===== src/sklos_pkg.sv =====
`default_nettype none
package sklos_pkg;

  // Fixed-point formats.
  localparam int CF = 16;
  localparam int SF = 24;
  localparam int KF = 24;
  localparam int VW = 36;
  localparam int AW = VW - 1;
  localparam int BW = 29;
  localparam int PW = AW + BW;
  localparam int XW = 40;
  localparam int RW = 24;
  localparam int KVW = 19;
  localparam int TSH = 17 + CF - SF;
  localparam int MCW = $clog2(BW + 1);
  localparam int SCW = $clog2(RW + 1);
  localparam int NSRC = 29;

  typedef logic signed [VW-1:0] val_t;

  localparam val_t VAL_ONE = val_t'(64'sd1 <<< KF);

  // Kernel constants, rounded to Q.24.
  localparam val_t C_UNI =
    val_t'((64'sd2387324146 * 64'sd16777216 + 64'sd5000000000) / 64'sd10000000000);
  localparam val_t C_ANA =
    val_t'((64'sd33422538049 * 64'sd16777216 + 64'sd5000000000) / 64'sd10000000000);
  localparam val_t C_G8 =
    val_t'((64'sd25464790895 * 64'sd16777216 + 64'sd5000000000) / 64'sd10000000000);
  localparam val_t C_G16 =
    val_t'((64'sd50929581789 * 64'sd16777216 + 64'sd5000000000) / 64'sd10000000000);
  localparam val_t C_CA =
    val_t'((64'sd25464790895 * 64'sd16777216 + 64'sd5000000000) / 64'sd10000000000);
  localparam val_t C_CB =
    val_t'((64'sd152788745368 * 64'sd16777216 + 64'sd5000000000) / 64'sd10000000000);
  localparam val_t C_CC =
    val_t'((64'sd50929581789 * 64'sd16777216 + 64'sd5000000000) / 64'sd10000000000);
  localparam val_t C_Q1 =
    val_t'((64'sd64457752000 * 64'sd16777216 + 64'sd5000000000) / 64'sd10000000000);
  localparam val_t C_Q2 =
    val_t'((64'sd14323945000 * 64'sd16777216 + 64'sd5000000000) / 64'sd10000000000);
  localparam val_t C_Q3 =
    val_t'((64'sd1750704400 * 64'sd16777216 + 64'sd5000000000) / 64'sd10000000000);
  localparam val_t C_Q4 =
    val_t'((64'sd32228876000 * 64'sd16777216 + 64'sd5000000000) / 64'sd10000000000);
  localparam val_t C_Q5 =
    val_t'((64'sd107429587000 * 64'sd16777216 + 64'sd5000000000) / 64'sd10000000000);
  localparam val_t C_Q6 =
    val_t'((64'sd50133807100 * 64'sd16777216 + 64'sd5000000000) / 64'sd10000000000);
  localparam val_t C_Q7 =
    val_t'((64'sd5968310366 * 64'sd16777216 + 64'sd5000000000) / 64'sd10000000000);
  localparam val_t C_Q8 =
    val_t'((64'sd1352817016 * 64'sd16777216 + 64'sd5000000000) / 64'sd10000000000);
  localparam val_t C_Q9 =
    val_t'((64'sd6445775200 * 64'sd16777216 + 64'sd5000000000) / 64'sd10000000000);
  localparam logic [RW-1:0] R_THIRD =
    RW'((64'sd3333333330 * 64'sd16777216 + 64'sd5000000000) / 64'sd10000000000);
  localparam logic [RW-1:0] R_TWOTHIRD =
    RW'((64'sd6666666670 * 64'sd16777216 + 64'sd5000000000) / 64'sd10000000000);
  localparam logic [RW-1:0] R_HALF = RW'(64'sd1 <<< (KF - 1));

  // Kernel select codes.
  localparam logic [2:0] KSEL_UNI = 3'd0;
  localparam logic [2:0] KSEL_ANA = 3'd1;
  localparam logic [2:0] KSEL_G2 = 3'd2;
  localparam logic [2:0] KSEL_CUB = 3'd3;
  localparam logic [2:0] KSEL_QUI = 3'd4;

  // Operand sources of the shared multiplier.
  typedef enum logic [4:0] {
    SRC_ZA, SRC_Q, SRC_R, SRC_OM, SRC_R2, SRC_R3, SRC_R4, SRC_OM2, SRC_OM3, SRC_T,
    SRC_K4R, SRC_PG8, SRC_RMK, SRC_KMR, SRC_RM3K, SRC_VSUM, SRC_DZ,
    SRC_CANA, SRC_CG8, SRC_CG16, SRC_CCB, SRC_CCC, SRC_CQ1, SRC_CQ2, SRC_CQ4,
    SRC_CQ5, SRC_CQ6, SRC_CQ7, SRC_CQ9
  } src_e;

  // Destinations of a product.
  typedef enum logic [3:0] {
    DST_X_SET, DST_X_ADD, DST_R2, DST_R3, DST_R4, DST_OM2, DST_OM3, DST_T,
    DST_S_SET, DST_S_ADD, DST_S_SUB, DST_TRAP
  } dst_e;

  // Multiply sequences.
  typedef enum logic [3:0] {
    PG_SQ, PG_COM, PG_ANA, PG_G8, PG_G16, PG_CIN, PG_COUT, PG_Q1, PG_Q2, PG_Q3,
    PG_UNI, PG_NONE, PG_TRAP
  } prog_e;

  typedef struct packed {
    src_e a;
    src_e b;
    dst_e d;
    logic last;
  } uop_t;

  function automatic uop_t mk(src_e a, src_e b, dst_e d, logic last);
    uop_t u;
    u.a = a;
    u.b = b;
    u.d = d;
    u.last = last;
    return u;
  endfunction

  // One multiply step of a sequence.
  function automatic uop_t uop(prog_e p, logic [2:0] i);
    uop_t u;
    u = mk(SRC_R, SRC_R, DST_T, 1'b1);
    unique case (p)
      PG_SQ: begin
        if (i == 3'd0) u = mk(SRC_ZA, SRC_ZA, DST_X_SET, 1'b0);
        else u = mk(SRC_Q, SRC_Q, DST_X_ADD, 1'b1);
      end
      PG_COM: begin
        case (i)
          3'd0: u = mk(SRC_R, SRC_R, DST_R2, 1'b0);
          3'd1: u = mk(SRC_R2, SRC_R, DST_R3, 1'b0);
          3'd2: u = mk(SRC_R2, SRC_R2, DST_R4, 1'b0);
          3'd3: u = mk(SRC_OM, SRC_OM, DST_OM2, 1'b0);
          default: u = mk(SRC_OM2, SRC_OM, DST_OM3, 1'b1);
        endcase
      end
      PG_ANA: begin
        case (i)
          3'd0: u = mk(SRC_OM2, SRC_OM2, DST_T, 1'b0);
          3'd1: u = mk(SRC_T, SRC_K4R, DST_T, 1'b0);
          default: u = mk(SRC_CANA, SRC_T, DST_S_SET, 1'b1);
        endcase
      end
      PG_G8: u = mk(SRC_CG8, SRC_PG8, DST_S_SET, 1'b1);
      PG_G16: u = mk(SRC_CG16, SRC_OM3, DST_S_SET, 1'b1);
      PG_CIN: begin
        if (i == 3'd0) u = mk(SRC_RMK, SRC_R2, DST_T, 1'b0);
        else u = mk(SRC_CCB, SRC_T, DST_S_SET, 1'b1);
      end
      PG_COUT: u = mk(SRC_CCC, SRC_OM3, DST_S_SET, 1'b1);
      PG_Q1: begin
        case (i)
          3'd0: u = mk(SRC_R4, SRC_KMR, DST_T, 1'b0);
          3'd1: u = mk(SRC_CQ1, SRC_T, DST_S_SET, 1'b0);
          default: u = mk(SRC_CQ2, SRC_R2, DST_S_SUB, 1'b1);
        endcase
      end
      PG_Q2: begin
        case (i)
          3'd0: u = mk(SRC_R4, SRC_RM3K, DST_T, 1'b0);
          3'd1: u = mk(SRC_CQ4, SRC_T, DST_S_SET, 1'b0);
          3'd2: u = mk(SRC_CQ5, SRC_R3, DST_S_ADD, 1'b0);
          3'd3: u = mk(SRC_CQ6, SRC_R2, DST_S_SUB, 1'b0);
          default: u = mk(SRC_CQ7, SRC_R, DST_S_ADD, 1'b1);
        endcase
      end
      PG_Q3: begin
        case (i)
          3'd0: u = mk(SRC_OM2, SRC_OM2, DST_T, 1'b0);
          3'd1: u = mk(SRC_T, SRC_OM, DST_T, 1'b0);
          default: u = mk(SRC_CQ9, SRC_T, DST_S_SET, 1'b1);
        endcase
      end
      PG_TRAP: u = mk(SRC_VSUM, SRC_DZ, DST_TRAP, 1'b1);
      default: u = mk(SRC_R, SRC_R, DST_T, 1'b1);
    endcase
    return u;
  endfunction

  // Constant added after the last product.
  function automatic val_t fin_add(prog_e p);
    val_t c;
    c = '0;
    case (p)
      PG_UNI: c = C_UNI;
      PG_CIN: c = C_CA;
      PG_Q1: c = C_Q3;
      PG_Q2: c = C_Q8;
      default: c = '0;
    endcase
    return c;
  endfunction

  // Quintic pieces carry a factor of 27.
  function automatic logic fin_x27(prog_e p);
    return (p == PG_Q1) || (p == PG_Q2) || (p == PG_Q3);
  endfunction

endpackage
`default_nettype wire


===== src/sklos_mul.sv =====
`default_nettype none
// Bit-serial shift-add multiplier: one multiplier bit per cycle.
module sklos_mul (
  input  logic                         clk_i,
  input  logic                         rst_ni,
  input  logic                         go_i,
  input  logic [sklos_pkg::AW-1:0]     a_mag_i,
  input  logic [sklos_pkg::BW-1:0]     b_mag_i,
  output logic                         done_o,
  output logic [sklos_pkg::PW-1:0]     prod_o
);

  logic [sklos_pkg::AW-1:0]  a_q, a_d;
  logic [sklos_pkg::AW-1:0]  hi_q, hi_d;
  logic [sklos_pkg::BW-1:0]  lo_q, lo_d;
  logic [sklos_pkg::MCW-1:0] cnt_q, cnt_d;
  logic                      busy_q, busy_d;
  logic                      done_q, done_d;
  logic [sklos_pkg::AW:0]    psum;

  // Add the multiplicand when the current multiplier bit is set.
  assign psum = {1'b0, hi_q} + {1'b0, (lo_q[0] ? a_q : '0)};

  always_comb begin
    a_d = a_q;
    hi_d = hi_q;
    lo_d = lo_q;
    cnt_d = cnt_q;
    busy_d = busy_q;
    done_d = 1'b0;
    if (go_i) begin
      a_d = a_mag_i;
      hi_d = '0;
      lo_d = b_mag_i;
      cnt_d = sklos_pkg::MCW'(sklos_pkg::BW);
      busy_d = 1'b1;
    end else if (busy_q) begin
      hi_d = psum[sklos_pkg::AW:1];
      lo_d = {psum[0], lo_q[sklos_pkg::BW-1:1]};
      cnt_d = cnt_q - 1'b1;
      if (cnt_q == sklos_pkg::MCW'(1)) begin
        busy_d = 1'b0;
        done_d = 1'b1;
      end
    end
  end

  always_ff @(posedge clk_i or negedge rst_ni) begin
    if (!rst_ni) begin
      busy_q <= 1'b0;
      done_q <= 1'b0;
      cnt_q <= '0;
    end else begin
      busy_q <= busy_d;
      done_q <= done_d;
      cnt_q <= cnt_d;
    end
  end

  always_ff @(posedge clk_i) begin
    a_q <= a_d;
    hi_q <= hi_d;
    lo_q <= lo_d;
  end

  assign done_o = done_q;
  assign prod_o = {hi_q, lo_q};

endmodule
`default_nettype wire


===== src/sklos_sqrt.sv =====
`default_nettype none
// Digit-by-digit square root: one root bit per cycle of floor(sqrt(rad << 16)).
module sklos_sqrt (
  input  logic                      clk_i,
  input  logic                      rst_ni,
  input  logic                      go_i,
  input  logic [2*sklos_pkg::CF-1:0] rad_i,
  output logic                      done_o,
  output logic [sklos_pkg::RW-1:0]  root_o
);

  localparam int XSW = 2 * sklos_pkg::CF;
  localparam int RMW = sklos_pkg::RW + 2;

  logic [XSW-1:0]              xs_q, xs_d;
  logic [RMW-1:0]              rem_q, rem_d;
  logic [sklos_pkg::RW-1:0]    root_q, root_d;
  logic [sklos_pkg::SCW-1:0]   cnt_q, cnt_d;
  logic                        busy_q, busy_d;
  logic                        done_q, done_d;
  logic [RMW+1:0]              cur;
  logic [RMW+1:0]              trial;

  // Bring down the next two radicand bits and try the next root bit.
  assign cur = {rem_q, xs_q[XSW-1:XSW-2]};
  assign trial = (RMW + 2)'({root_q, 2'b01});

  always_comb begin
    xs_d = xs_q;
    rem_d = rem_q;
    root_d = root_q;
    cnt_d = cnt_q;
    busy_d = busy_q;
    done_d = 1'b0;
    if (go_i) begin
      xs_d = rad_i;
      rem_d = '0;
      root_d = '0;
      cnt_d = sklos_pkg::SCW'(sklos_pkg::RW);
      busy_d = 1'b1;
    end else if (busy_q) begin
      xs_d = {xs_q[XSW-3:0], 2'b00};
      if (cur >= trial) begin
        rem_d = RMW'(cur - trial);
        root_d = {root_q[sklos_pkg::RW-2:0], 1'b1};
      end else begin
        rem_d = RMW'(cur);
        root_d = {root_q[sklos_pkg::RW-2:0], 1'b0};
      end
      cnt_d = cnt_q - 1'b1;
      if (cnt_q == sklos_pkg::SCW'(1)) begin
        busy_d = 1'b0;
        done_d = 1'b1;
      end
    end
  end

  always_ff @(posedge clk_i or negedge rst_ni) begin
    if (!rst_ni) begin
      busy_q <= 1'b0;
      done_q <= 1'b0;
      cnt_q <= '0;
    end else begin
      busy_q <= busy_d;
      done_q <= done_d;
      cnt_q <= cnt_d;
    end
  end

  always_ff @(posedge clk_i) begin
    xs_q <= xs_d;
    rem_q <= rem_d;
    root_q <= root_d;
  end

  assign done_o = done_q;
  assign root_o = root_q;

endmodule
`default_nettype wire


===== src/sph_kernel_cumulative_los_integrator_unit.sv =====
// Outside the kernel support a request takes only the squared-radius products; inside it the
// square root and the products of the kernel shape and its piece follow. A row start skips the
// trapezoid product. The shared bit-serial multiplier runs up to 13 products per request; one
// request is in work at a time, and the next is taken in the cycle after its result is loaded.
// A finished result waits in an output register until taken.
// Reset (asynchronous, active low) clears kernel_select, previous value and z, sum, handshake.
`default_nettype none
module sph_kernel_cumulative_los_integrator_unit (
  input  logic               clk_i,
  input  logic               rst_ni,
  input  logic               cfg_we_i,
  input  logic [2:0]         cfg_data_i,
  input  logic               in_valid_i,
  output logic               in_ready_o,
  input  logic [16:0]        impact_q_i,
  input  logic signed [17:0] los_z_i,
  input  logic               row_start_i,
  output logic               out_valid_o,
  input  logic               out_ready_i,
  output logic signed [31:0] cumulative_o
);

  typedef enum logic [5:0] {
    ST_IDLE = 6'b000001,
    ST_MUL  = 6'b000010,
    ST_SQRT = 6'b000100,
    ST_FIN  = 6'b001000,
    ST_ACC  = 6'b010000,
    ST_OUT  = 6'b100000
  } st_e;

  localparam int VW = sklos_pkg::VW;
  localparam int XW = sklos_pkg::XW;
  localparam int RW = sklos_pkg::RW;
  localparam int KVW = sklos_pkg::KVW;

  st_e                    state_q, state_d;
  logic [2:0]             ksel_q, ksel_d;
  logic [KVW-1:0]         pv_q, pv_d;
  logic signed [17:0]     pz_q, pz_d;
  logic signed [31:0]     sum_q, sum_d;
  logic                   outv_q, outv_d;
  sklos_pkg::prog_e       prog_q, prog_d;
  logic [2:0]             idx_q, idx_d;
  logic                   mgo_q, mgo_d;
  logic                   sgo_q, sgo_d;

  logic [16:0]            q_q, q_d;
  logic [17:0]            za_q, za_d;
  logic signed [17:0]     z_q, z_d;
  logic                   st_q, st_d;
  logic signed [18:0]     dz_q, dz_d;
  logic [XW-1:0]          x_q, x_d;
  logic [RW-1:0]          r_q, r_d;
  sklos_pkg::val_t        om_q, om_d, r2_q, r2_d, r3_q, r3_d, r4_q, r4_d;
  sklos_pkg::val_t        om2_q, om2_d, om3_q, om3_d, t_q, t_d, s_q, s_d;
  logic [KVW-1:0]         v_q, v_d;
  logic                   mneg_q, mneg_d;
  logic signed [31:0]     out_q, out_d;

  sklos_pkg::uop_t        cur;
  sklos_pkg::val_t        srcv [sklos_pkg::NSRC];
  sklos_pkg::val_t        opa, opb, rv;
  logic [sklos_pkg::AW-1:0] amag;
  logic [sklos_pkg::BW-1:0] bmag;
  logic                   mul_done;
  logic [sklos_pkg::PW-1:0] mprod;
  logic [sklos_pkg::PW:0] rsum;
  logic [VW-1:0]          rtrunc;
  sklos_pkg::val_t        rval;
  logic                   sq_done;
  logic [RW-1:0]          sq_root;
  sklos_pkg::prog_e       pick;
  sklos_pkg::val_t        fbase, fsum, f27, fk;
  logic [VW-1:0]          fr;
  logic [VW-sklos_pkg::KF+15:0] fu;
  logic [KVW-1:0]         vfin;
  logic [XW-1:0]          tsum;
  logic [XW-sklos_pkg::TSH-1:0] tmag;
  logic signed [33:0]     tinc, tacc;

  // Current multiply step and its operands.
  assign cur = sklos_pkg::uop(prog_q, idx_q);
  assign rv = $signed(VW'(r_q));

  always_comb begin
    srcv[sklos_pkg::SRC_ZA] = $signed(VW'(za_q));
    srcv[sklos_pkg::SRC_Q] = $signed(VW'(q_q));
    srcv[sklos_pkg::SRC_R] = rv;
    srcv[sklos_pkg::SRC_OM] = om_q;
    srcv[sklos_pkg::SRC_R2] = r2_q;
    srcv[sklos_pkg::SRC_R3] = r3_q;
    srcv[sklos_pkg::SRC_R4] = r4_q;
    srcv[sklos_pkg::SRC_OM2] = om2_q;
    srcv[sklos_pkg::SRC_OM3] = om3_q;
    srcv[sklos_pkg::SRC_T] = t_q;
    srcv[sklos_pkg::SRC_K4R] = sklos_pkg::VAL_ONE + (rv <<< 2);
    srcv[sklos_pkg::SRC_PG8] = sklos_pkg::VAL_ONE - ((r2_q <<< 2) + (r2_q <<< 1))
                               + ((r3_q <<< 2) + (r3_q <<< 1));
    srcv[sklos_pkg::SRC_RMK] = rv - sklos_pkg::VAL_ONE;
    srcv[sklos_pkg::SRC_KMR] = om_q;
    srcv[sklos_pkg::SRC_RM3K] = rv - ((sklos_pkg::VAL_ONE <<< 1) + sklos_pkg::VAL_ONE);
    srcv[sklos_pkg::SRC_VSUM] = $signed(VW'({1'b0, pv_q} + {1'b0, v_q}));
    srcv[sklos_pkg::SRC_DZ] = VW'(dz_q);
    srcv[sklos_pkg::SRC_CANA] = sklos_pkg::C_ANA;
    srcv[sklos_pkg::SRC_CG8] = sklos_pkg::C_G8;
    srcv[sklos_pkg::SRC_CG16] = sklos_pkg::C_G16;
    srcv[sklos_pkg::SRC_CCB] = sklos_pkg::C_CB;
    srcv[sklos_pkg::SRC_CCC] = sklos_pkg::C_CC;
    srcv[sklos_pkg::SRC_CQ1] = sklos_pkg::C_Q1;
    srcv[sklos_pkg::SRC_CQ2] = sklos_pkg::C_Q2;
    srcv[sklos_pkg::SRC_CQ4] = sklos_pkg::C_Q4;
    srcv[sklos_pkg::SRC_CQ5] = sklos_pkg::C_Q5;
    srcv[sklos_pkg::SRC_CQ6] = sklos_pkg::C_Q6;
    srcv[sklos_pkg::SRC_CQ7] = sklos_pkg::C_Q7;
    srcv[sklos_pkg::SRC_CQ9] = sklos_pkg::C_Q9;
  end

  assign opa = srcv[cur.a];
  assign opb = srcv[cur.b];
  assign amag = sklos_pkg::AW'(opa[VW-1] ? -opa : opa);
  assign bmag = sklos_pkg::BW'(opb[VW-1] ? -opb : opb);

  sklos_mul u_mul (
    .clk_i   (clk_i),
    .rst_ni  (rst_ni),
    .go_i    (mgo_q),
    .a_mag_i (amag),
    .b_mag_i (bmag),
    .done_o  (mul_done),
    .prod_o  (mprod)
  );

  sklos_sqrt u_sqrt (
    .clk_i  (clk_i),
    .rst_ni (rst_ni),
    .go_i   (sgo_q),
    .rad_i  (x_q[2*sklos_pkg::CF-1:0]),
    .done_o (sq_done),
    .root_o (sq_root)
  );

  // Product rounded to Q.24, half away from zero.
  assign rsum = {1'b0, mprod} + ((sklos_pkg::PW + 1)'(1) << (sklos_pkg::KF - 1));
  assign rtrunc = rsum[sklos_pkg::KF+VW-1:sklos_pkg::KF];
  assign rval = mneg_q ? -$signed(rtrunc) : $signed(rtrunc);

  // Kernel piece chosen from the select register and r.
  always_comb begin
    case (ksel_q)
      sklos_pkg::KSEL_UNI: pick = sklos_pkg::PG_UNI;
      sklos_pkg::KSEL_ANA: pick = sklos_pkg::PG_ANA;
      sklos_pkg::KSEL_G2:
        pick = (r_q < sklos_pkg::R_HALF) ? sklos_pkg::PG_G8 : sklos_pkg::PG_G16;
      sklos_pkg::KSEL_CUB:
        pick = (r_q < sklos_pkg::R_HALF) ? sklos_pkg::PG_CIN : sklos_pkg::PG_COUT;
      sklos_pkg::KSEL_QUI: begin
        if (r_q < sklos_pkg::R_THIRD) pick = sklos_pkg::PG_Q1;
        else if (r_q < sklos_pkg::R_TWOTHIRD) pick = sklos_pkg::PG_Q2;
        else pick = sklos_pkg::PG_Q3;
      end
      default: pick = sklos_pkg::PG_NONE;
    endcase
  end

  // Final kernel value: constant term, factor 27, rounding to Q3.16 and clamping.
  always_comb begin
    fbase = ((prog_q == sklos_pkg::PG_UNI) || (prog_q == sklos_pkg::PG_NONE)) ? '0 : s_q;
    fsum = fbase + sklos_pkg::fin_add(prog_q);
    f27 = (fsum <<< 4) + (fsum <<< 3) + (fsum <<< 1) + fsum;
    fk = sklos_pkg::fin_x27(prog_q) ? f27 : fsum;
    fr = fk + (VW'(1) << (sklos_pkg::KF - 17));
    fu = fr[VW-1:sklos_pkg::KF-16];
    if (fk[VW-1]) vfin = '0;
    else if (fu > (VW - sklos_pkg::KF + 16)'({KVW{1'b1}})) vfin = {KVW{1'b1}};
    else vfin = KVW'(fu);
  end

  // Trapezoid increment and saturating sum.
  assign tsum = x_q + (XW'(1) << (sklos_pkg::TSH - 1));
  assign tmag = tsum[XW-1:sklos_pkg::TSH];
  assign tinc = dz_q[18] ? -$signed(34'(tmag)) : $signed(34'(tmag));
  assign tacc = 34'(sum_q) + tinc;

  // Sequencer.
  always_comb begin
    state_d = state_q;
    ksel_d = cfg_we_i ? cfg_data_i : ksel_q;
    pv_d = pv_q;
    pz_d = pz_q;
    sum_d = sum_q;
    outv_d = outv_q & ~out_ready_i;
    prog_d = prog_q;
    idx_d = idx_q;
    mgo_d = 1'b0;
    sgo_d = 1'b0;
    q_d = q_q;
    za_d = za_q;
    z_d = z_q;
    st_d = st_q;
    dz_d = dz_q;
    x_d = x_q;
    r_d = r_q;
    om_d = om_q;
    r2_d = r2_q;
    r3_d = r3_q;
    r4_d = r4_q;
    om2_d = om2_q;
    om3_d = om3_q;
    t_d = t_q;
    s_d = s_q;
    v_d = v_q;
    mneg_d = mgo_q ? (opa[VW-1] ^ opb[VW-1]) : mneg_q;
    out_d = out_q;
    unique case (state_q)
      ST_IDLE: begin
        if (in_valid_i) begin
          q_d = impact_q_i;
          za_d = los_z_i[17] ? 18'(-los_z_i) : 18'(los_z_i);
          z_d = los_z_i;
          st_d = row_start_i;
          dz_d = 19'(los_z_i) - 19'(pz_q);
          prog_d = sklos_pkg::PG_SQ;
          idx_d = '0;
          mgo_d = 1'b1;
          state_d = ST_MUL;
        end
      end
      ST_MUL: begin
        if (mul_done) begin
          // Store the product.
          case (cur.d)
            sklos_pkg::DST_X_SET: x_d = XW'(mprod);
            sklos_pkg::DST_X_ADD: x_d = x_q + XW'(mprod);
            sklos_pkg::DST_TRAP: x_d = XW'(mprod);
            sklos_pkg::DST_R2: r2_d = rval;
            sklos_pkg::DST_R3: r3_d = rval;
            sklos_pkg::DST_R4: r4_d = rval;
            sklos_pkg::DST_OM2: om2_d = rval;
            sklos_pkg::DST_OM3: om3_d = rval;
            sklos_pkg::DST_T: t_d = rval;
            sklos_pkg::DST_S_SET: s_d = rval;
            sklos_pkg::DST_S_ADD: s_d = s_q + rval;
            sklos_pkg::DST_S_SUB: s_d = s_q - rval;
            default: t_d = t_q;
          endcase
          if (!cur.last) begin
            idx_d = idx_q + 3'd1;
            mgo_d = 1'b1;
          end else begin
            case (prog_q)
              sklos_pkg::PG_SQ: begin
                if (x_d[XW-1:2*sklos_pkg::CF] == '0) begin
                  sgo_d = 1'b1;
                  state_d = ST_SQRT;
                end else begin
                  prog_d = sklos_pkg::PG_NONE;
                  state_d = ST_FIN;
                end
              end
              sklos_pkg::PG_COM: begin
                prog_d = pick;
                if ((pick == sklos_pkg::PG_UNI) || (pick == sklos_pkg::PG_NONE)) begin
                  state_d = ST_FIN;
                end else begin
                  idx_d = '0;
                  mgo_d = 1'b1;
                end
              end
              sklos_pkg::PG_TRAP: state_d = ST_ACC;
              default: state_d = ST_FIN;
            endcase
          end
        end
      end
      ST_SQRT: begin
        if (sq_done) begin
          r_d = sq_root;
          om_d = sklos_pkg::VAL_ONE - $signed(VW'(sq_root));
          prog_d = sklos_pkg::PG_COM;
          idx_d = '0;
          mgo_d = 1'b1;
          state_d = ST_MUL;
        end
      end
      ST_FIN: begin
        v_d = vfin;
        if (st_q) begin
          state_d = ST_ACC;
        end else begin
          prog_d = sklos_pkg::PG_TRAP;
          idx_d = '0;
          mgo_d = 1'b1;
          state_d = ST_MUL;
        end
      end
      ST_ACC: begin
        if (st_q) sum_d = '0;
        else if (tacc[33:31] == 3'b000 || tacc[33:31] == 3'b111) sum_d = 32'(tacc);
        else if (tacc[33]) sum_d = {1'b1, 31'd0};
        else sum_d = {1'b0, {31{1'b1}}};
        pv_d = v_q;
        pz_d = z_q;
        state_d = ST_OUT;
      end
      ST_OUT: begin
        if (!outv_q || out_ready_i) begin
          out_d = sum_q;
          outv_d = 1'b1;
          state_d = ST_IDLE;
        end
      end
      default: state_d = ST_IDLE;
    endcase
  end

  // Control and architectural state.
  always_ff @(posedge clk_i or negedge rst_ni) begin
    if (!rst_ni) begin
      state_q <= ST_IDLE;
      ksel_q <= '0;
      pv_q <= '0;
      pz_q <= '0;
      sum_q <= '0;
      outv_q <= 1'b0;
      prog_q <= sklos_pkg::PG_NONE;
      idx_q <= '0;
      mgo_q <= 1'b0;
      sgo_q <= 1'b0;
    end else begin
      state_q <= state_d;
      ksel_q <= ksel_d;
      pv_q <= pv_d;
      pz_q <= pz_d;
      sum_q <= sum_d;
      outv_q <= outv_d;
      prog_q <= prog_d;
      idx_q <= idx_d;
      mgo_q <= mgo_d;
      sgo_q <= sgo_d;
    end
  end

  // Working registers.
  always_ff @(posedge clk_i) begin
    q_q <= q_d;
    za_q <= za_d;
    z_q <= z_d;
    st_q <= st_d;
    dz_q <= dz_d;
    x_q <= x_d;
    r_q <= r_d;
    om_q <= om_d;
    r2_q <= r2_d;
    r3_q <= r3_d;
    r4_q <= r4_d;
    om2_q <= om2_d;
    om3_q <= om3_d;
    t_q <= t_d;
    s_q <= s_d;
    v_q <= v_d;
    mneg_q <= mneg_d;
    out_q <= out_d;
  end

  assign in_ready_o = (state_q == ST_IDLE);
  assign out_valid_o = outv_q;
  assign cumulative_o = out_q;

endmodule
`default_nettype wire


===== config.mk =====
export PLATFORM = sky130hd
export DESIGN_NAME = sph_kernel_cumulative_los_integrator_unit
export DESIGN_NICKNAME = d
export VERILOG_FILES = /design/src/sklos_pkg.sv /design/src/sklos_mul.sv /design/src/sklos_sqrt.sv /design/src/sph_kernel_cumulative_los_integrator_unit.sv
export SDC_FILE = /design/constraint.sdc
export NUM_CORES = 2
export LEC_CHECK = 0
export BUFFER_PORTS_ARGS = -buffer_cell sky130_fd_sc_hd__buf_2
export CAP_MARGIN = 20
export CORE_MARGIN = 2
export CORE_UTILIZATION = 23
export DETAILED_ROUTE_END_ITERATION = 10
export PLACE_DENSITY = 0.34
export SYNTH_ARGS = -nofsm -noshare
export SYNTH_HDL_FRONTEND = slang
export SYNTH_SLANG_ARGS = --single-unit

===== constraint.sdc =====
create_clock -name clk_i -period 19.3 [get_ports clk_i]
set_input_delay 1.93 -clock clk_i [delete_from_list [all_inputs] [get_ports clk_i]]
set_output_delay 1.93 -clock clk_i [all_outputs]
set_load 0.01 [all_outputs]

======== Word level (Yosys, flattened, before mapping) ========
Cells that the tools add are included.
cells by class
  order comparisons ....................... 7
  equality and inequality tests ........... 53
  reductions and logical operators ........ 33
  mux-type cells .......................... 99
  add/subtract/negate cells ............... 31
  bitwise gates (word level) .............. 5
operators with widths
  cell                    count
  $bmux 36 s5             2
  $add 36x36->36          8
  $mux 36                 7
  $pmux 15 s11            1
  $mux 32                 5
  $pmux 36 s3             1
  $pmux 26 s4             1
  $pmux 15 s2             3
  $mux 29                 3
  $mux 40                 2
  $pmux 40 s2             1
  $mux 35                 2
  $add 60x24->60 const B  1
  $pmux 15 s4             1
  $pmux 13 s4             1
  $lt 24x24->1 const B    2
  $eq 4x4->1 const B      11
  $add 40x40->40          1
  $add 40x9->40 const B   1
  $add 35x35->36          1
  $add 36x9->36 const B   1
  $mux 6                  6
  $neg 36->36             1
  $pmux 6 s6              1
  73 further kinds        164
storage, ports and cells
  output and inout port bits .............. 34
  bits in registers ....................... 760
  logic and storage cells ................. 270
  input port bits ......................... 44

======== Longest topological paths before layout ========
  word-level depth ........................ 14
  depth in mapped cells ................... 38
  mapped depth without buffers ............ 33

======== Modules after synthesis ========
A second synthesis with hierarchy kept.
second synthesis, totals
  cell total of the unflattened synthesis .. 6847
  area total of the unflattened synthesis .. 61806.8 µm²
modules (own cells, without submodules)
  module                                     cells an instance  times used  seq. area each (µm²)  area each (µm²)
  sph_kernel_cumulative_los_integrator_unit  5705               1           16140.5               50498.4
  sklos_mul                                  584                1           2797.7                6039.5
  sklos_sqrt                                 558                1           2137.0                5268.8

======== Worst setup path before layout ========
OpenSTA, ideal clock, no wires.
  path kind ............................... register to register
  from .................................... register prog_q[2]
  to ...................................... register v_q[1], data pin
  arrival time ............................ 8.524 ns
  stages on the path, launching flop included .. 38
  library setup time ...................... 0.283 ns
  slack ................................... 10.493 ns
  period minus slack after synthesis ...... 8.807 ns
  required time ........................... 19.017 ns
  path through ............................ dfrtp_1 buf_2 buf_2 nand3b_4 clkbuf_1 clkbuf_1 clkbuf_1 o21ai_0 ha_1 fa_1 a21o_1 a21oi_1 o41ai_2 a211oi_2 o21ai_1 a31oi_1 xnor2_1 inv_1 [... 2 more ...] fa_1 inv_1 ha_1 a21o_1 a21o_1 a21oi_1 o21bai_1 a21oi_1 a21boi_0 a311o_1 a211o_1 mux2i_1 o211a_1 a2111o_1 mux2_2 nor3_4 buf_2 a21oi_1
between the ends
  cells in the longest elaborated chain, start to end .. 11
  elaborated cells on any way between the ends .. 19
ends and longest elaborated chain
  element                                                 line                                              RTL
  start: declaration                                      sph_kernel_cumulative_los_integrator_unit.sv:43   sklos_pkg::prog_e prog_q, prog_d;
  start signal: assignment                                sph_kernel_cumulative_los_integrator_unit.sv:326  prog_q <= sklos_pkg::PG_NONE;
  start signal: assignment                                sph_kernel_cumulative_los_integrator_unit.sv:337  prog_q <= prog_d;
  branches (longest 7 deep; another with $add 36x36->36)  -
  $mux 36 (*)                                             sph_kernel_cumulative_los_integrator_unit.sv:171  fk = sklos_pkg::fin_x27(prog_q) ? f27 : fsum;
  $add 36x9->36                                           sph_kernel_cumulative_los_integrator_unit.sv:172  fr = fk + (VW'(1) << (sklos_pkg::KF - 17));
  $gt 28x19->1                                            sph_kernel_cumulative_los_integrator_unit.sv:175  else if (fu > (VW - sklos_pkg::KF + 16)'({KVW{1'b1}})) vfin = {KVW{1'b1}};
  $mux 19                                                 sph_kernel_cumulative_los_integrator_unit.sv:175
  end signal: assignment                                  sph_kernel_cumulative_los_integrator_unit.sv:361  v_q <= v_d;
  end: declaration                                        sph_kernel_cumulative_los_integrator_unit.sv:57   logic [KVW-1:0] v_q, v_d;
Mark *: on every way between the ends.
A chain may end at the register's enable or synchronous reset.

======== Worst setup path after layout ========
  from .................................... register prog_q[3]
  to ...................................... register v_q[9], data pin
Same word-level chain as after synthesis.

==> PnR_summary.wiki <==
{| class="wikitable"
! Metric !! Value
|-
| Status || finished clean
|-
| Die boundary width || around 520 µm
|-
| Nature of the critical path startpoint || flip-flop
|-
| Dominant combinational cell family by area after synthesis || compound AO/OA/AOI/OAI gates
|-
| Initial standard-cell utilization of the core || 23.1%
|-
| Initial DRC count || between 4,000 and 5,000
|-
| Weighted congestion at the end of routability-driven global placement || between 0.8 and 0.9
|-
| Fraction of layout cells with a size suffix above 1 || around 10%
|-
| Clock root buffer || sky130_fd_sc_hd__clkbuf_16
|-
| Total of cells resized after clock tree synthesis || 0
|-
| Type of the worst min-delay path || flip-flop to flip-flop
|-
| # Max-Cap Violations || 0
|-
| Post-layout min period || between 10 and 15 ns
|-
| Latest clock arrival within the worst-skew pair || between 0.7 and 0.8 ns
|-
| Share of the clock period used by the worst path after layout || ~55%
|-
| WP data arrival || between 10 and 15 ns
|-
| F_max || between 0.09 and 0.1 GHz
|-
| Number of CTS-inserted buffers || approximately 100
|-
| Area of the core || between 200,000 and 300,000 µm²
|-
| Hold-fix buffers, CTS || 0
|-
| Post-synthesis mux area share || around 4.9%
|-
| Proportion of synthesized flip-flops having asynchronous set or reset || between 10% and 20%
|-
| Hold violation count in the final report || 0
|-
| Maximum number of pins on one net before global-route repair || 83
|-
| Final sum of negative setup slack || 0 ns
|-
| Critical Setup Path Class || flip-flop to flip-flop
|-
| Largest vdd supply drop || about 0.00017 V
|-
| Count of filler cells inserted in the layout || about 29,000
|-
| Wire length per cell after detailed routing || approximately 25 µm
|-
| Proportion of synthesized chip area in sequential cells || between 30% and 40%
|-
| Xor/xnor cell area share of the yosys netlist || approximately 7.4%
|-
| Worst Tran Pin Value || between 1 and 1.5 ns
|-
| CTS HTree Levels || 3
|-
| Cell repeated most along the worst path || sky130_fd_sc_hd__a21oi_1
|-
| Most used flip-flop cell after synthesis || sky130_fd_sc_hd__edfxtp_1
|-
| Mean cell area of the mapped netlist || roughly 9 µm²
|-
| Vias per std cell || between 5 and 6
|-
| Placed wire-length estimate after detailed placement || roughly 200,000 µm
|-
| GRT Util Overall || 19.0%
|-
| Number of flip-flops and latches in the synthesized netlist || approximately 750
|-
| Leakage power summed over all cells || 27.4 nW
|-
| Number of iterations in the first detailed-routing pass || 6
|-
| Global-route wire length before repair || 389,000 µm
|-
| Netlist cell types || about 130
|-
| Number of antenna violations at the first check in global routing || 16
|-
| Number of flops mapped to enable cells by yosys || 560
|-
| Worst Setup End Kind || flip-flop
|-
| Vias after detailed routing || approximately 54,000
|-
| Power density over the cells || 190 nW/µm²
|-
| Final number of max-transition violations || 0
|-
| Synthesis Warnings || 0
|-
| Number of clock sinks || 747
|-
| Number of cells produced by synthesis || approximately 6,900
|-
| Nets@finish || ~7,400
|-
| Clock-pin transition on the worst setup and hold timing paths || roughly 0.060 ns
|-
| Required time at the endpoint of the critical path || 19.75 ns
|-
| Syn_nets || between 7,000 and 8,000
|-
| Final wirelength || between 200,000 and 300,000 µm
|-
| Total area of sequential cells || 21,100 µm²
|-
| Aggregate global routing overflow || 0
|-
| Critical path's largest stage delay || between 1 and 1.5 ns
|-
| Number of setup violations in the final report || 0
|-
| Number of global-route vias before repair || approximately 53,000
|-
| Unrepaired setup endpoints after global routing || no
|-
| Clock tree from TritonCTS || yes
|-
| Area share of fa/ha/maj cells after synthesis || between 10% and 20%
|-
| Number of top-level design ports || approximately 80
|-
| Post-CTS setup repair buffer count || 0
|-
| Worst-case headroom to the max-slew limit || a little over a tenth
|-
| Final routed DRC violation total || 0
|-
| Synthesized cell area || slightly above 60,000 µm²
|-
| Slowest cell on the critical path || sky130_fd_sc_hd__dfstp_2
|-
| Number of rows created at floorplan || approximately 190
|-
| Worst Clk Skew || 0.0366 ns
|-
| Die Area || between 200,000 and 300,000 µm²
|-
| Total area of multi-input combinational cells || slightly below 40,000 µm²
|-
| Signed area change from the synthesized netlist to the final layout || 13.4%
|-
| Floorplan die height || ~520 µm
|-
| Post-detailed-route count of antenna-violating nets || 0
|-
| Maximum clock path buffer count || 3
|-
| Final Hold Slack || roughly 0.47 ns
|-
| Count of buffers inserted at the top-level ports || 77
|-
| Crit Path Max Fanout || 42
|-
| Complex-gate fraction of the synthesized area || 19.9%
|-
| Simple-gate portion of the synthesized area || roughly 18%
|}
layout by cell type, fill, tap and decap left out, drive strengths merged, types with 50 or more instances in the layout:
cell type,instances
a21o,132
nor2,505
a211oi,90
ha,362
nor3,160
nor4,50
mux2,106
buf,226
a21oi,501
mux2i,157
xor2,177
nand2,722
fa,127
nand3,259
xnor2,340
o211ai,106
o21a,56
o21ai,403
clkbuf,144
and2,101
nand2b,70
nand4,63
dfxtp,85
dfrtp,98
and3,62
inv,364
or3,60
edfxtp,560
a31oi,114
stage by stage:
stage | total power, mW | std cells | setup WS [ns] | instance area (µm²) | utilization, %
3_3_place_gp | 11.3 | 10300 | 8.86 | 67100 | 24.8
6_report | 13.4 | 10600 | 8.68 | 70700 | 26.2
5_1_grt | 14.3 | 10600 | 7.78 | 70700 | 26.2
3_5_place_dp | 11.3 | 10400 | 8.73 | 67100 | 24.8
4_1_cts | 13.4 | 10500 | 8.68 | 70700 | 26.1
2_1_floorplan | 8.10 | 6912 | 10.49 | 62400 | -
sequential cells by signal, summed over array words and instances (netlist names), 35 cells and up:
name	count
x_q	40
om2_q	36
om3_q	36
r2_q	36
r3_q	36
r4_q	36
s_q	36
t_q	36
u_mul.a_q	35
u_mul.hi_q	35
layout make-up:
cell class                 instances  area share, %
inverter                         365           1.95
antenna                            5         0.0177
sequential                       747           29.8
tap                             3570           6.31
timing repair buffer             228           2.24
clock inverter                    53          0.923
clock buffer                     142           4.13
multi-input combinational       5447           54.6
worst max-delay path: cells and delay by family, from the launching register on:
| family | cells | cell delay [ns] |
|---|---|---|
| AO/OA/AOI/OAI | 19 | 4.62 |
| XOR/XNOR | 1 | 0.37 |
| adder cells (fa/ha/maj) | 4 | 1.54 |
| multiplexers | 2 | 0.56 |
| buffers and inverters | 2 | 0.25 |
| AND/OR/NAND/NOR | 4 | 1.87 |
| flip-flops | 1 | 1.08 |
layer usage:
metal / GRT usage, % / part of all wire, %
met5: 0 / 0.0048
met4: 7.88 / 4.6
met3: 2.40 / 4.5
met2: 30.7 / 46
met1: 25.3 / 45
power breakdown:
group / internal, mW / total, mW / switching (mW)
Combinational: 3.03 / 8.97 / 5.94
Clock: 1.23 / 2.05 / 0.823
Sequential: 2.16 / 2.39 / 0.225
Total: 6.42 / 13.4 / 6.99
synthesized netlist by cell type (26+ instances only):
library cell	instances	area share [%]
sky130_fd_sc_hd__a211oi_1	89	1.1
sky130_fd_sc_hd__a21boi_0	31	0.37
sky130_fd_sc_hd__a21o_1	132	1.6
sky130_fd_sc_hd__a21oi_1	499	4.0
sky130_fd_sc_hd__a311oi_1	27	0.38
sky130_fd_sc_hd__a31oi_1	114	1.1
sky130_fd_sc_hd__and2_1	101	1.0
sky130_fd_sc_hd__and3_1	61	0.61
sky130_fd_sc_hd__and4_1	27	0.38
sky130_fd_sc_hd__buf_1	39	0.23
sky130_fd_sc_hd__buf_2	100	0.80
sky130_fd_sc_hd__clkbuf_1	189	1.1
sky130_fd_sc_hd__dfrtp_1	98	3.9
sky130_fd_sc_hd__dfxtp_1	85	2.7
sky130_fd_sc_hd__edfxtp_1	560	27
sky130_fd_sc_hd__fa_1	127	4.1
sky130_fd_sc_hd__ha_1	362	7.3
sky130_fd_sc_hd__inv_1	356	2.1
sky130_fd_sc_hd__mux2_2	104	1.9
sky130_fd_sc_hd__mux2i_1	157	2.5
sky130_fd_sc_hd__nand2_1	719	4.3
sky130_fd_sc_hd__nand2b_1	70	0.70
sky130_fd_sc_hd__nand3_1	258	2.1
sky130_fd_sc_hd__nand4_1	61	0.61
sky130_fd_sc_hd__nor2_1	502	3.0
sky130_fd_sc_hd__nor2b_1	42	0.42
sky130_fd_sc_hd__nor3_1	150	1.2
sky130_fd_sc_hd__nor4_1	42	0.42
sky130_fd_sc_hd__o211ai_1	105	1.3
sky130_fd_sc_hd__o21a_1	56	0.67
sky130_fd_sc_hd__o21ai_0	377	3.0
sky130_fd_sc_hd__o21ai_1	26	0.21
sky130_fd_sc_hd__o21bai_1	35	0.42
sky130_fd_sc_hd__o31ai_1	46	0.55
sky130_fd_sc_hd__or2_2	39	0.39
sky130_fd_sc_hd__or3_1	59	0.59
sky130_fd_sc_hd__xnor2_1	335	4.7
sky130_fd_sc_hd__xor2_1	175	2.5
worst paths after layout:
check	cells past startpoint	from	slack, ns	end
max	32	prog_q[3]$_DFFE_PN1P_	8.68	v_q[9]$_SDFFCE_PP0N_
min	1	z_q[6]$_DFFE_PP_	0.47	pz_q[6]$_DFFE_PN0P_
max reg2reg	32	prog_q[3]$_DFFE_PN1P_	8.68	v_q[9]$_SDFFCE_PP0N_
min reg2reg	1	z_q[6]$_DFFE_PP_	0.47	pz_q[6]$_DFFE_PN0P_
max in group asynchronous	2	rst_ni	16.67	mgo_q$_DFF_PN0_
min in group asynchronous	1	rst_ni	1.18	sum_q[27]$_DFFE_PN0P_
cells by family after synthesis:
logic type	count (synthesis)
XOR/XNOR	518
adder cells (fa/ha/maj)	491
flip-flops	747
multiplexers	277
AND/OR/NAND/NOR	2270
buffers and inverters	718
AO/OA/AOI/OAI	1891
Power figures use the tool's default switching activity.
